File: src/hdl/trsc_pkg.sv
`timescale 1ns / 1ps

package trsc_pkg;

	// alphabet and field widths
	localparam int ROTOR_SIZE = 28;
	localparam int IDX_W      = 5;
	localparam int SUM_W      = IDX_W + 1;
	localparam int CHAR_W     = 8;
	localparam int STATUS_W   = 3;
	localparam int OPCODE_W   = 2;
	localparam int CFG_IDX_W  = 2;
	localparam int CFG_DATA_W = 5;

	// ascii codes
	localparam logic [CHAR_W-1:0] CH_UPPER_A = 8'h41;
	localparam logic [CHAR_W-1:0] CH_UPPER_Z = 8'h5A;
	localparam logic [CHAR_W-1:0] CH_LOWER_A = 8'h61;
	localparam logic [CHAR_W-1:0] CH_LOWER_Z = 8'h7A;
	localparam logic [CHAR_W-1:0] CH_SPACE   = 8'h20;
	localparam logic [CHAR_W-1:0] CH_DOT     = 8'h2E;
	localparam logic [CHAR_W-1:0] CH_NEWLINE = 8'h0A;
	localparam logic [CHAR_W-1:0] CASE_GAP   = 8'd32;

	// symbol indexes of the two punctuation marks
	localparam logic [IDX_W-1:0] SYM_SPACE = 5'd26;
	localparam logic [IDX_W-1:0] SYM_DOT   = 5'd27;

	typedef enum logic [OPCODE_W-1:0] {
		OP_CODE    = 2'd0,
		OP_LOAD    = 2'd1,
		OP_RESTART = 2'd2
	} opcode_t;

	typedef enum logic [STATUS_W-1:0] {
		STAT_CODED   = 3'd0,
		STAT_NEWLINE = 3'd1,
		STAT_INVALID = 3'd2,
		STAT_NOMATCH = 3'd3,
		STAT_ACK     = 3'd4
	} status_t;

	typedef enum logic [CFG_IDX_W-1:0] {
		CFG_MODE         = 2'd0,
		CFG_ROTOR1_START = 2'd1,
		CFG_ROTOR2_START = 2'd2
	} cfg_reg_t;

	typedef enum logic [1:0] {
		S_IDLE   = 2'd0,
		S_KEY    = 2'd1,
		S_RESULT = 2'd2
	} state_t;

	// commands from controller to datapath
	typedef struct packed {
		logic load_in;
		logic load_key;
		logic emit;
	} trsc_cmd_t;

endpackage

File: src/hdl/trsc_if.sv
`timescale 1ns / 1ps

// request channel
interface trsc_req_if;
	logic                          valid;
	logic                          ready;
	logic [trsc_pkg::OPCODE_W-1:0] opcode;
	logic                          rotor_select;
	logic [trsc_pkg::IDX_W-1:0]    entry_index;
	logic [trsc_pkg::CHAR_W-1:0]   entry_value;
	logic [trsc_pkg::CHAR_W-1:0]   char_in;

	modport source (output valid, opcode, rotor_select, entry_index, entry_value, char_in,
		input ready);
	modport sink (input valid, opcode, rotor_select, entry_index, entry_value, char_in,
		output ready);
endinterface

// result channel
interface trsc_res_if;
	logic                          valid;
	logic                          ready;
	logic [trsc_pkg::CHAR_W-1:0]   char_out;
	logic [trsc_pkg::STATUS_W-1:0] status;

	modport source (output valid, char_out, status, input ready);
	modport sink (input valid, char_out, status, output ready);
endinterface

// configuration write channel
interface trsc_cfg_if;
	logic                            valid;
	logic                            ready;
	logic [trsc_pkg::CFG_IDX_W-1:0]  index;
	logic [trsc_pkg::CFG_DATA_W-1:0] data;

	modport source (output valid, index, data, input ready);
	modport sink (input valid, index, data, output ready);
endinterface

File: src/hdl/trsc_ctrl.sv
`timescale 1ns / 1ps

module trsc_ctrl (
	input  logic                clk,
	input  logic                arst_n,
	input  logic                req_valid,
	output logic                req_ready,
	output logic                res_valid,
	input  logic                res_ready,
	output trsc_pkg::trsc_cmd_t cmd
);
	import trsc_pkg::*;

	state_t state_q, state_d;
	logic   res_valid_q;
	logic   slot_free;

	// output word slot can take a new word
	assign slot_free = !res_valid_q || res_ready;
	assign res_valid = res_valid_q;

	// state register
	always_ff @(posedge clk or negedge arst_n) begin
		if (!arst_n) begin
			state_q <= S_IDLE;
		end else begin
			state_q <= state_d;
		end
	end

	// next state and commands
	always_comb begin
		state_d      = state_q;
		req_ready    = 1'b0;
		cmd.load_in  = 1'b0;
		cmd.load_key = 1'b0;
		cmd.emit     = 1'b0;
		unique case (state_q)
			S_IDLE: begin
				req_ready = 1'b1;
				if (req_valid) begin
					cmd.load_in = 1'b1;
					state_d     = S_KEY;
				end
			end
			S_KEY: begin
				cmd.load_key = 1'b1;
				state_d      = S_RESULT;
			end
			S_RESULT: begin
				if (slot_free) begin
					cmd.emit  = 1'b1;
					req_ready = 1'b1;
					if (req_valid) begin
						cmd.load_in = 1'b1;
						state_d     = S_KEY;
					end else begin
						state_d = S_IDLE;
					end
				end
			end
		endcase
	end

	// output valid flag
	always_ff @(posedge clk or negedge arst_n) begin
		if (!arst_n) begin
			res_valid_q <= 1'b0;
		end else if (cmd.emit) begin
			res_valid_q <= 1'b1;
		end else if (res_ready) begin
			res_valid_q <= 1'b0;
		end
	end

	a_load_then_key: assert property (@(posedge clk) disable iff (!arst_n)
		cmd.load_in |=> state_q == S_KEY)
		else $error("accepted word not followed by key read");

	a_valid_from_result: assert property (@(posedge clk) disable iff (!arst_n)
		$rose(res_valid_q) |-> $past(state_q == S_RESULT))
		else $error("result valid raised outside result state");

	a_no_overwrite: assert property (@(posedge clk) disable iff (!arst_n)
		cmd.emit |-> (!res_valid_q || res_ready))
		else $error("pending result word overwritten");

endmodule

File: src/hdl/trsc_datapath.sv
`timescale 1ns / 1ps

module trsc_datapath #(
	parameter int VALUE_WIDTH = 8
) (
	input  logic                              clk,
	input  logic                              arst_n,
	input  trsc_pkg::trsc_cmd_t               cmd,
	input  logic [trsc_pkg::OPCODE_W-1:0]     opcode,
	input  logic                              rotor_select,
	input  logic [trsc_pkg::IDX_W-1:0]        entry_index,
	input  logic [trsc_pkg::CHAR_W-1:0]       entry_value,
	input  logic [trsc_pkg::CHAR_W-1:0]       char_in,
	input  logic                              cfg_we,
	input  logic [trsc_pkg::CFG_IDX_W-1:0]    cfg_index,
	input  logic [trsc_pkg::CFG_DATA_W-1:0]   cfg_data,
	output logic [trsc_pkg::CHAR_W-1:0]       char_out,
	output logic [trsc_pkg::STATUS_W-1:0]     status
);
	import trsc_pkg::*;

	localparam int EXT_W = VALUE_WIDTH + CHAR_W;

	// reduce a sum below twice the rotor size to a rotor position
	function automatic logic [IDX_W-1:0] fold(input logic [SUM_W-1:0] v);
		logic [IDX_W-1:0] r;
		if (v >= SUM_W'(ROTOR_SIZE)) begin
			r = IDX_W'(v - SUM_W'(ROTOR_SIZE));
		end else begin
			r = IDX_W'(v);
		end
		return r;
	endfunction

	logic [VALUE_WIDTH-1:0] tab1_q [ROTOR_SIZE];
	logic [VALUE_WIDTH-1:0] tab2_q [ROTOR_SIZE];
	logic [OPCODE_W-1:0]    op_q;
	logic                   sel_q;
	logic [IDX_W-1:0]       eidx_q;
	logic [CHAR_W-1:0]      eval_q;
	logic [CHAR_W-1:0]      ch_q;
	logic [VALUE_WIDTH-1:0] key_q;
	logic [IDX_W-1:0]       off1_q, off2_q;
	logic                   mode_q;
	logic [IDX_W-1:0]       start1_q, start2_q;
	logic [CHAR_W-1:0]      char_q;
	status_t                status_q;

	logic [CHAR_W-1:0]       folded;
	logic [IDX_W-1:0]        sym;
	logic                    sym_ok;
	logic [IDX_W-1:0]        key_idx1, key_idx2;
	logic [VALUE_WIDTH-1:0]  key_d;
	logic [EXT_W-1:0]        val_ext;
	logic [VALUE_WIDTH-1:0]  load_val;
	logic [ROTOR_SIZE-1:0]   hit;
	logic [2*ROTOR_SIZE-1:0] hit_dbl, hit_shift;
	logic [ROTOR_SIZE-1:0]   hit_rot;
	logic [IDX_W-1:0]        shift_amt;
	logic                    found;
	logic [IDX_W-1:0]        pos;
	logic [CHAR_W-1:0]       pos_char;
	logic [CHAR_W-1:0]       res_char;
	status_t                 res_status;
	logic                    advance;

	// configuration registers
	always_ff @(posedge clk or negedge arst_n) begin
		if (!arst_n) begin
			mode_q   <= 1'b0;
			start1_q <= '0;
			start2_q <= '0;
		end else if (cfg_we) begin
			unique case (cfg_reg_t'(cfg_index))
				CFG_MODE:         mode_q   <= cfg_data[0];
				CFG_ROTOR1_START: start1_q <= cfg_data;
				CFG_ROTOR2_START: start2_q <= cfg_data;
				default: ;
			endcase
		end
	end

	// input word register
	always_ff @(posedge clk) begin
		if (cmd.load_in) begin
			op_q   <= opcode;
			sel_q  <= rotor_select;
			eidx_q <= entry_index;
			eval_q <= entry_value;
			ch_q   <= char_in;
		end
	end

	// character to symbol index, lowercase folded
	always_comb begin
		folded = ch_q;
		if (ch_q >= CH_LOWER_A && ch_q <= CH_LOWER_Z) begin
			folded = ch_q - CASE_GAP;
		end
		sym    = '0;
		sym_ok = 1'b1;
		if (folded == CH_SPACE) begin
			sym = SYM_SPACE;
		end else if (folded == CH_DOT) begin
			sym = SYM_DOT;
		end else if (folded >= CH_UPPER_A && folded <= CH_UPPER_Z) begin
			sym = IDX_W'(folded - CH_UPPER_A);
		end else begin
			sym_ok = 1'b0;
		end
	end

	// key read from the forward rotor at the turned position
	assign key_idx1 = fold({1'b0, sym} + SUM_W'(ROTOR_SIZE) - {1'b0, off1_q});
	assign key_idx2 = fold({1'b0, sym} + {1'b0, off2_q});
	assign key_d    = mode_q ? tab2_q[key_idx2] : tab1_q[key_idx1];

	always_ff @(posedge clk) begin
		if (cmd.load_key) begin
			key_q <= key_d;
		end
	end

	// compare key against every entry of the search rotor
	always_comb begin
		for (int k = 0; k < ROTOR_SIZE; k++) begin
			hit[k] = (mode_q ? tab1_q[k] : tab2_q[k]) == key_q;
		end
	end

	// turn the hit vector into rotor position order
	always_comb begin
		if (mode_q) begin
			shift_amt = (off1_q == '0) ? '0 : IDX_W'(ROTOR_SIZE) - off1_q;
		end else begin
			shift_amt = off2_q;
		end
		hit_dbl   = {hit, hit};
		hit_shift = hit_dbl >> shift_amt;
		hit_rot   = hit_shift[ROTOR_SIZE-1:0];
	end

	// first matching position
	always_comb begin
		found = |hit_rot;
		pos   = '0;
		for (int j = ROTOR_SIZE - 1; j >= 0; j--) begin
			if (hit_rot[j]) begin
				pos = IDX_W'(j);
			end
		end
		if (pos == SYM_SPACE) begin
			pos_char = CH_SPACE;
		end else if (pos == SYM_DOT) begin
			pos_char = CH_DOT;
		end else begin
			pos_char = CH_UPPER_A + CHAR_W'(pos);
		end
	end

	// result word and rotor turn
	always_comb begin
		res_char   = '0;
		res_status = STAT_ACK;
		advance    = 1'b0;
		unique case (op_q)
			OP_CODE: begin
				if (ch_q == CH_NEWLINE) begin
					res_char   = ch_q;
					res_status = STAT_NEWLINE;
				end else if (!sym_ok) begin
					res_char   = ch_q;
					res_status = STAT_INVALID;
				end else begin
					advance = 1'b1;
					if (found) begin
						res_char   = pos_char;
						res_status = STAT_CODED;
					end else begin
						res_status = STAT_NOMATCH;
					end
				end
			end
			default: ;
		endcase
	end

	// rotor offsets
	always_ff @(posedge clk or negedge arst_n) begin
		if (!arst_n) begin
			off1_q <= '0;
			off2_q <= '0;
		end else if (cmd.emit) begin
			if (op_q == OP_RESTART) begin
				off1_q <= fold({1'b0, start1_q});
				off2_q <= fold({1'b0, start2_q});
			end else if (advance) begin
				off1_q <= fold({1'b0, off1_q} + SUM_W'(1));
				off2_q <= fold({1'b0, off2_q} + SUM_W'(1));
			end
		end
	end

	// rotor table load
	assign val_ext  = {{VALUE_WIDTH{1'b0}}, eval_q};
	assign load_val = val_ext[VALUE_WIDTH-1:0];

	always_ff @(posedge clk) begin
		if (cmd.emit && op_q == OP_LOAD && eidx_q < IDX_W'(ROTOR_SIZE)) begin
			if (sel_q) begin
				tab2_q[eidx_q] <= load_val;
			end else begin
				tab1_q[eidx_q] <= load_val;
			end
		end
	end

	// output word register
	always_ff @(posedge clk) begin
		if (cmd.emit) begin
			char_q   <= res_char;
			status_q <= res_status;
		end
	end

	assign char_out = char_q;
	assign status   = status_q;

	a_off_range: assert property (@(posedge clk) disable iff (!arst_n)
		off1_q < IDX_W'(ROTOR_SIZE) && off2_q < IDX_W'(ROTOR_SIZE))
		else $error("rotor offset out of range");

	a_turn_on_code: assert property (@(posedge clk) disable iff (!arst_n)
		cmd.emit && advance |=> off1_q != $past(off1_q) && off2_q != $past(off2_q))
		else $error("rotors did not turn after a coded character");

	a_hold_offsets: assert property (@(posedge clk) disable iff (!arst_n)
		!cmd.emit |=> $stable(off1_q) && $stable(off2_q))
		else $error("rotor offsets changed without a result");

endmodule

File: src/hdl/two_rotor_substitution_cipher.sv
// steps: the request word is registered, the key is read from the forward rotor into
// the key register, then the 28-way compare against the other rotor gives the result
//   word, which is written to the output register when the output slot is free
// a stalled result holds the block; the next request is taken as a result is written
// reset clears control, offsets and configuration; rotor tables must be loaded first
`timescale 1ns / 1ps

module two_rotor_substitution_cipher #(
	parameter int VALUE_WIDTH = 8
) (
	input logic       clk,
	input logic       arst_n,
	trsc_req_if.sink  request,
	trsc_res_if.source result,
	trsc_cfg_if.sink  cfg
);
	import trsc_pkg::*;

	trsc_cmd_t cmd;

	// configuration writes are always taken
	assign cfg.ready = 1'b1;

	// controller
	trsc_ctrl u_ctrl (
		.clk       (clk),
		.arst_n    (arst_n),
		.req_valid (request.valid),
		.req_ready (request.ready),
		.res_valid (result.valid),
		.res_ready (result.ready),
		.cmd       (cmd)
	);

	// datapath
	trsc_datapath #(
		.VALUE_WIDTH (VALUE_WIDTH)
	) u_datapath (
		.clk          (clk),
		.arst_n       (arst_n),
		.cmd          (cmd),
		.opcode       (request.opcode),
		.rotor_select (request.rotor_select),
		.entry_index  (request.entry_index),
		.entry_value  (request.entry_value),
		.char_in      (request.char_in),
		.cfg_we       (cfg.valid),
		.cfg_index    (cfg.index),
		.cfg_data     (cfg.data),
		.char_out     (result.char_out),
		.status       (result.status)
	);

endmodule

File: src/flat_wrapper.sv
// flat-port wrapper written by rule: the top's interface ports become plain ports
module two_rotor_substitution_cipher_flat import trsc_pkg::*;
#(
	parameter int VALUE_WIDTH = 8
)
  (clk, arst_n, request_valid, request_opcode, request_rotor_select, request_entry_index, request_entry_value, request_char_in, request_ready, result_valid, result_char_out, result_status, result_ready, cfg_valid, cfg_index, cfg_data, cfg_ready);
  trsc_req_if request_i ();
  trsc_res_if result_i ();
  trsc_cfg_if cfg_i ();
  input logic clk;
  input logic arst_n;
  input wire logic [$bits(request_i.valid)-1:0] request_valid;
  input wire logic [$bits(request_i.opcode)-1:0] request_opcode;
  input wire logic [$bits(request_i.rotor_select)-1:0] request_rotor_select;
  input wire logic [$bits(request_i.entry_index)-1:0] request_entry_index;
  input wire logic [$bits(request_i.entry_value)-1:0] request_entry_value;
  input wire logic [$bits(request_i.char_in)-1:0] request_char_in;
  output wire logic [$bits(request_i.ready)-1:0] request_ready;
  output wire logic [$bits(result_i.valid)-1:0] result_valid;
  output wire logic [$bits(result_i.char_out)-1:0] result_char_out;
  output wire logic [$bits(result_i.status)-1:0] result_status;
  input wire logic [$bits(result_i.ready)-1:0] result_ready;
  input wire logic [$bits(cfg_i.valid)-1:0] cfg_valid;
  input wire logic [$bits(cfg_i.index)-1:0] cfg_index;
  input wire logic [$bits(cfg_i.data)-1:0] cfg_data;
  output wire logic [$bits(cfg_i.ready)-1:0] cfg_ready;
  assign request_i.valid = request_valid;
  assign request_i.opcode = request_opcode;
  assign request_i.rotor_select = request_rotor_select;
  assign request_i.entry_index = request_entry_index;
  assign request_i.entry_value = request_entry_value;
  assign request_i.char_in = request_char_in;
  assign request_ready = request_i.ready;
  assign result_valid = result_i.valid;
  assign result_char_out = result_i.char_out;
  assign result_status = result_i.status;
  assign result_i.ready = result_ready;
  assign cfg_i.valid = cfg_valid;
  assign cfg_i.index = cfg_index;
  assign cfg_i.data = cfg_data;
  assign cfg_ready = cfg_i.ready;
  two_rotor_substitution_cipher #(.VALUE_WIDTH(VALUE_WIDTH)) u_core (.clk(clk), .arst_n(arst_n), .request(request_i), .result(result_i), .cfg(cfg_i));
endmodule
File: config.mk
export PLATFORM = sky130hd
export DESIGN_NAME = two_rotor_substitution_cipher_flat
export DESIGN_NICKNAME = d
export VERILOG_FILES = /design/src/hdl/trsc_pkg.sv /design/src/hdl/trsc_if.sv /design/src/hdl/trsc_ctrl.sv /design/src/hdl/trsc_datapath.sv /design/src/hdl/two_rotor_substitution_cipher.sv /design/src/flat_wrapper.sv
export SDC_FILE = /design/constraint.sdc
export NUM_CORES = 1
export LEC_CHECK = 0
export BUFFER_PORTS_ARGS = -buffer_cell sky130_fd_sc_hd__clkbuf_2
export CAP_MARGIN = 25
export CORE_MARGIN = 2
export CORE_UTILIZATION = 58
export CTS_CLUSTER_DIAMETER = 100
export DETAILED_ROUTE_END_ITERATION = 16
export PLACE_DENSITY_LB_ADDON = 0.05
export SLEW_MARGIN = 20
export SYNTH_ARGS = -nofsm -noshare
export SYNTH_HDL_FRONTEND = slang
export SYNTH_SLANG_ARGS = --single-unit
File: constraint.sdc
create_clock -name clk -period 5.3 [get_ports clk]
set_input_delay 0.265 -clock clk [delete_from_list [all_inputs] [get_ports clk]]
set_output_delay 0.265 -clock clk [all_outputs]
set_load 0.01 [all_outputs]
==> metrics.md <==
| Metric | Value |
|---|---|
| Status | `finished, final reports clean` |
| HP Class | `input pin to flop` |
| CTS Buf Count | `59` |
| DR vias | `21.6k` |
| Latest clock arrival within the worst-skew pair | `about 0.64 ns` |
| WL/cell | `around 30 um` |
| Maximum clock frequency | `roughly 0.19 GHz` |
| Post-DP HPWL | `around 68 mm` |
| Proportion of layout cells with a drive suffix above 1 | `between 20% and 30%` |
| Dpl cells | `approximately 3.1k` |
| DRC Markers | `0` |
| Post-synthesis sequential area ratio | `between 50% and 60%` |
| Post-Synth Simple-Gate Area | `approximately 8.4%` |
| # setup viols final | `0` |
| WHS | `around 0.055 ns` |
| Setup WS post-layout | `approximately 0.13 ns` |
| Final period util | `97.6%` |
| Overall die width | `about 240 um` |
| Pins Over Slew Limit | `0` |
| Die H | `around 240 um` |
| Floorplan row count | `85` |
| Setup WS pre-CTS | `-0.212 ns` |
| WS Path Type | `flop to flop` |
| Antenna Nets Post-Route | `0` |
| Initial antenna violation count | `4` |
| Global route overflow | `0` |
| Port bufs | `48` |
| Main synth FF type | `edfxtp_1` |
| Synth warn | `0` |
| H-tree levels | `2` |
| Worst slew pin tran | `roughly 1.1 ns` |
| Worst IR Drop VDD | `0.579 mV` |
| Via density | `6.60` |
| Xor-xnor portion of the synthesized cell area | `6.71%` |
| Post-synthesis compound-gate area fraction | `6.12%` |
| Yosys cell types | `83` |
| Post-synthesis cell area | `~32,000 um^2` |
| Post-synth EDFFs | `555` |
| Sink Count | `about 580` |
| Seq cells post-synth | `around 580` |
| Final #Nets | `2,596` |
| Synth top cells by count | `edfxtp_1, mux2i_1, xnor2_1` |
| RD Place Congestion | `between 0.9 and 1` |
| Top cells by area, synth | `edfxtp_1, mux4_2, mux2i_1` |
| Synth async-reset ratio | `under 10%` |
| Largest net degree at the start of global routing | `65` |
| Gr usage total | `a little over a third` |
| CP startpoint kind | `flop` |
| Main combinational cell family by area after synthesis | `multiplexers` |
| Vias in the first global route | `roughly 21k` |
| Final min period | `just over 5 ns` |
| Endpoint class of the critical path | `flop` |
| CP arrival | `5.54 ns` |
| Die area | `around 56,000 um^2` |
| Mux cell area share after synthesis | `between 20% and 30%` |
| Pleak | `approximately 13 nW` |
| CTS tree | `yes` |
| Crit Path Max Fanout | `33` |
| Number of max-cap violations | `0` |
| CP Data Required Time | `around 5.7 ns` |
| Max Buffers Root-to-Sink | `3` |
| 1st-iter DRT viols | `2,765` |
| Slew margin rel. | `about a quarter` |
| Drt first pass iters | `6` |
| Post-Layout Cell Count | `about 3.3k` |
| DRT Wirelength | `approximately 98 mm` |
| Core area | `around 54,000 um^2` |
| Initial Util | `58.7%` |
| Hold Fails Final Rpt | `0` |
| Largest area contributor in the netlist | `edfxtp_1` |
| Clk slew on worst S/H paths | `0.06 ns` |
| Synth Area per Inst | `14.1 um^2` |
| IO Count | `50` |
| P&R area growth vs syn | `16.8%` |
| Root buffer cell | `clkbuf_16` |
| Power Density | `roughly 700 nW/um^2` |
| First-pass GRT wire length | `approximately 140 mm` |
| Count leader, synth | `edfxtp_1` |
| Synthesized-area fraction occupied by adder cells | `1.28%` |
| Area share of the largest cell type after synthesis | `52.8%` |
| Post-route clock skew | `0.0195 ns` |
| Mapped Cells | `2,234` |
## layout by cell type, fill, tap and decap left out, types with 31 or more instances in the layout
cell type,Yosys,layout
mux4_2,144,144
nand2_1,96,96
edfxtp_1,555,555
mux2i_1,284,279
nor4_2,32,35
conb_1,2,65
nand3_1,114,114
clkbuf_16,0,61
xnor2_1,235,232
buf_4,5,203
dlygate4sd3_1,0,31
a21oi_1,37,35
nor2_1,120,119
clkbuf_2,0,48
o21ai_0,44,38
## routing by layer
| metal | vias to the layer above | GRT usage, % | wire length [um] |
|---|---|---|---|
| li1 | 9286 | - | - |
| met1 | 10900 | 47.9 | 38300 |
| met2 | 1197 | 55.0 | 45600 |
| met3 | 222 | 6.83 | 9610 |
| met4 | 2 | 14.9 | 4630 |
| met5 | - | 0 | 12 |
## worst paths after layout
check                                               from                            end  slack, ns  cells after the start
max in group asynchronous                         arst_n       u_core.u_datapath.mode_q       4.55                      2
worst min-delay path                        cfg_index[0]       u_core.u_datapath.mode_q       0.06                      3
worst max register to register  u_core.u_datapath.mode_q  u_core.u_datapath.char_out[4]       0.13                     20
worst min register to register  u_core.u_ctrl.state_q[0]       u_core.u_ctrl.state_q[1]       0.50                      1
min in group asynchronous                         arst_n    u_core.u_datapath.off1_q[3]       0.23                      2
worst max-delay path            u_core.u_datapath.mode_q  u_core.u_datapath.char_out[4]       0.13                     20
## kinds of logic (layout without fill, tap and decap cells)
| logic type | count (synthesis) | count (layout) |
|---|---|---|
| DFF | 579 | 579 |
| and+or+nand+nor | 491 | 491 |
| muxes | 453 | 453 |
| AOI/OAI and AO/OA | 269 | 269 |
| xor gates and xnor gates | 242 | 242 |
| buffers and inverters | 167 | 448 |
| adders and majority gates | 31 | 31 |
| other | 2 | 66 |
## state kept, by name (all words and copies together), names as in the netlist, 8 cells and up
name                        count
u_core.u_datapath.tab1_q      256
u_core.u_datapath.tab2_q      256
u_core.u_datapath.ch_q          8
u_core.u_datapath.char_out      8
u_core.u_datapath.eval_q        8
u_core.u_datapath.key_q         8
## per-stage QoR
step	total power (W)	area (um^2)	utilization, %	TNS [ns]
finish	0.0259	36900	68.5	0
global route	0.0268	36900	68.5	-0.319
CTS	0.0249	36400	67.7	0
detailed placement	0.0204	34000	63.2	-1.16
global placement	0.0203	34000	63.2	-0.141
floorplan	0.0149	31800	-	0
## critical path: stages (launching register included)
cell,delay [ns]
dfrtp_4,0.53
buf_12,0.27
buf_4,0.20
mux2i_1,0.26
xnor2_1,0.14
nor4_2,0.45
buf_4,0.22
nand3_1,0.11
o2111ai_2,0.14
nor2_1,0.09
o41a_1,0.45
or2_1,0.27
a221oi_2,0.33
o221ai_2,0.15
a211oi_2,0.28
o211a_1,0.23
ha_1,0.20
nor3b_2,0.06
o21a_1,0.21
a32oi_1,0.20
o21ai_1,0.09
## cell type report
cell class | count | area (um^2)
diodes | 1 | 2.50
clock buffers | 71 | 1530
clock inverters | 39 | 548
fillers | 3804 | 16900
inverters | 31 | 116
multi-input cells | 1551 | 14000
flip-flops and latches | 579 | 17300
well taps | 696 | 871
repair buffers | 307 | 2550
## where the power goes
part           internal [W]  leakage, nW  switching (W)
clock network       0.00269         1.02        0.00178
registers           0.00549         5.35       0.000197
logic               0.00692         6.70        0.00883
total                0.0151         13.1         0.0108
## repair_timing
| item | CTS | global route |
|---|---|---|
| endpoints found under the hold margin | 60 | 0 |
| hold buffers | 31 | 0 |
| buffers inserted | 0 | 21 |
| resized for setup | 3 | 37 |
| cloned | 0 | 2 |
| pin swaps | 0 | 11 |
| endpoints found under the setup margin | 8 | 15 |
Note: power is estimated with default switching activity, not from simulation.
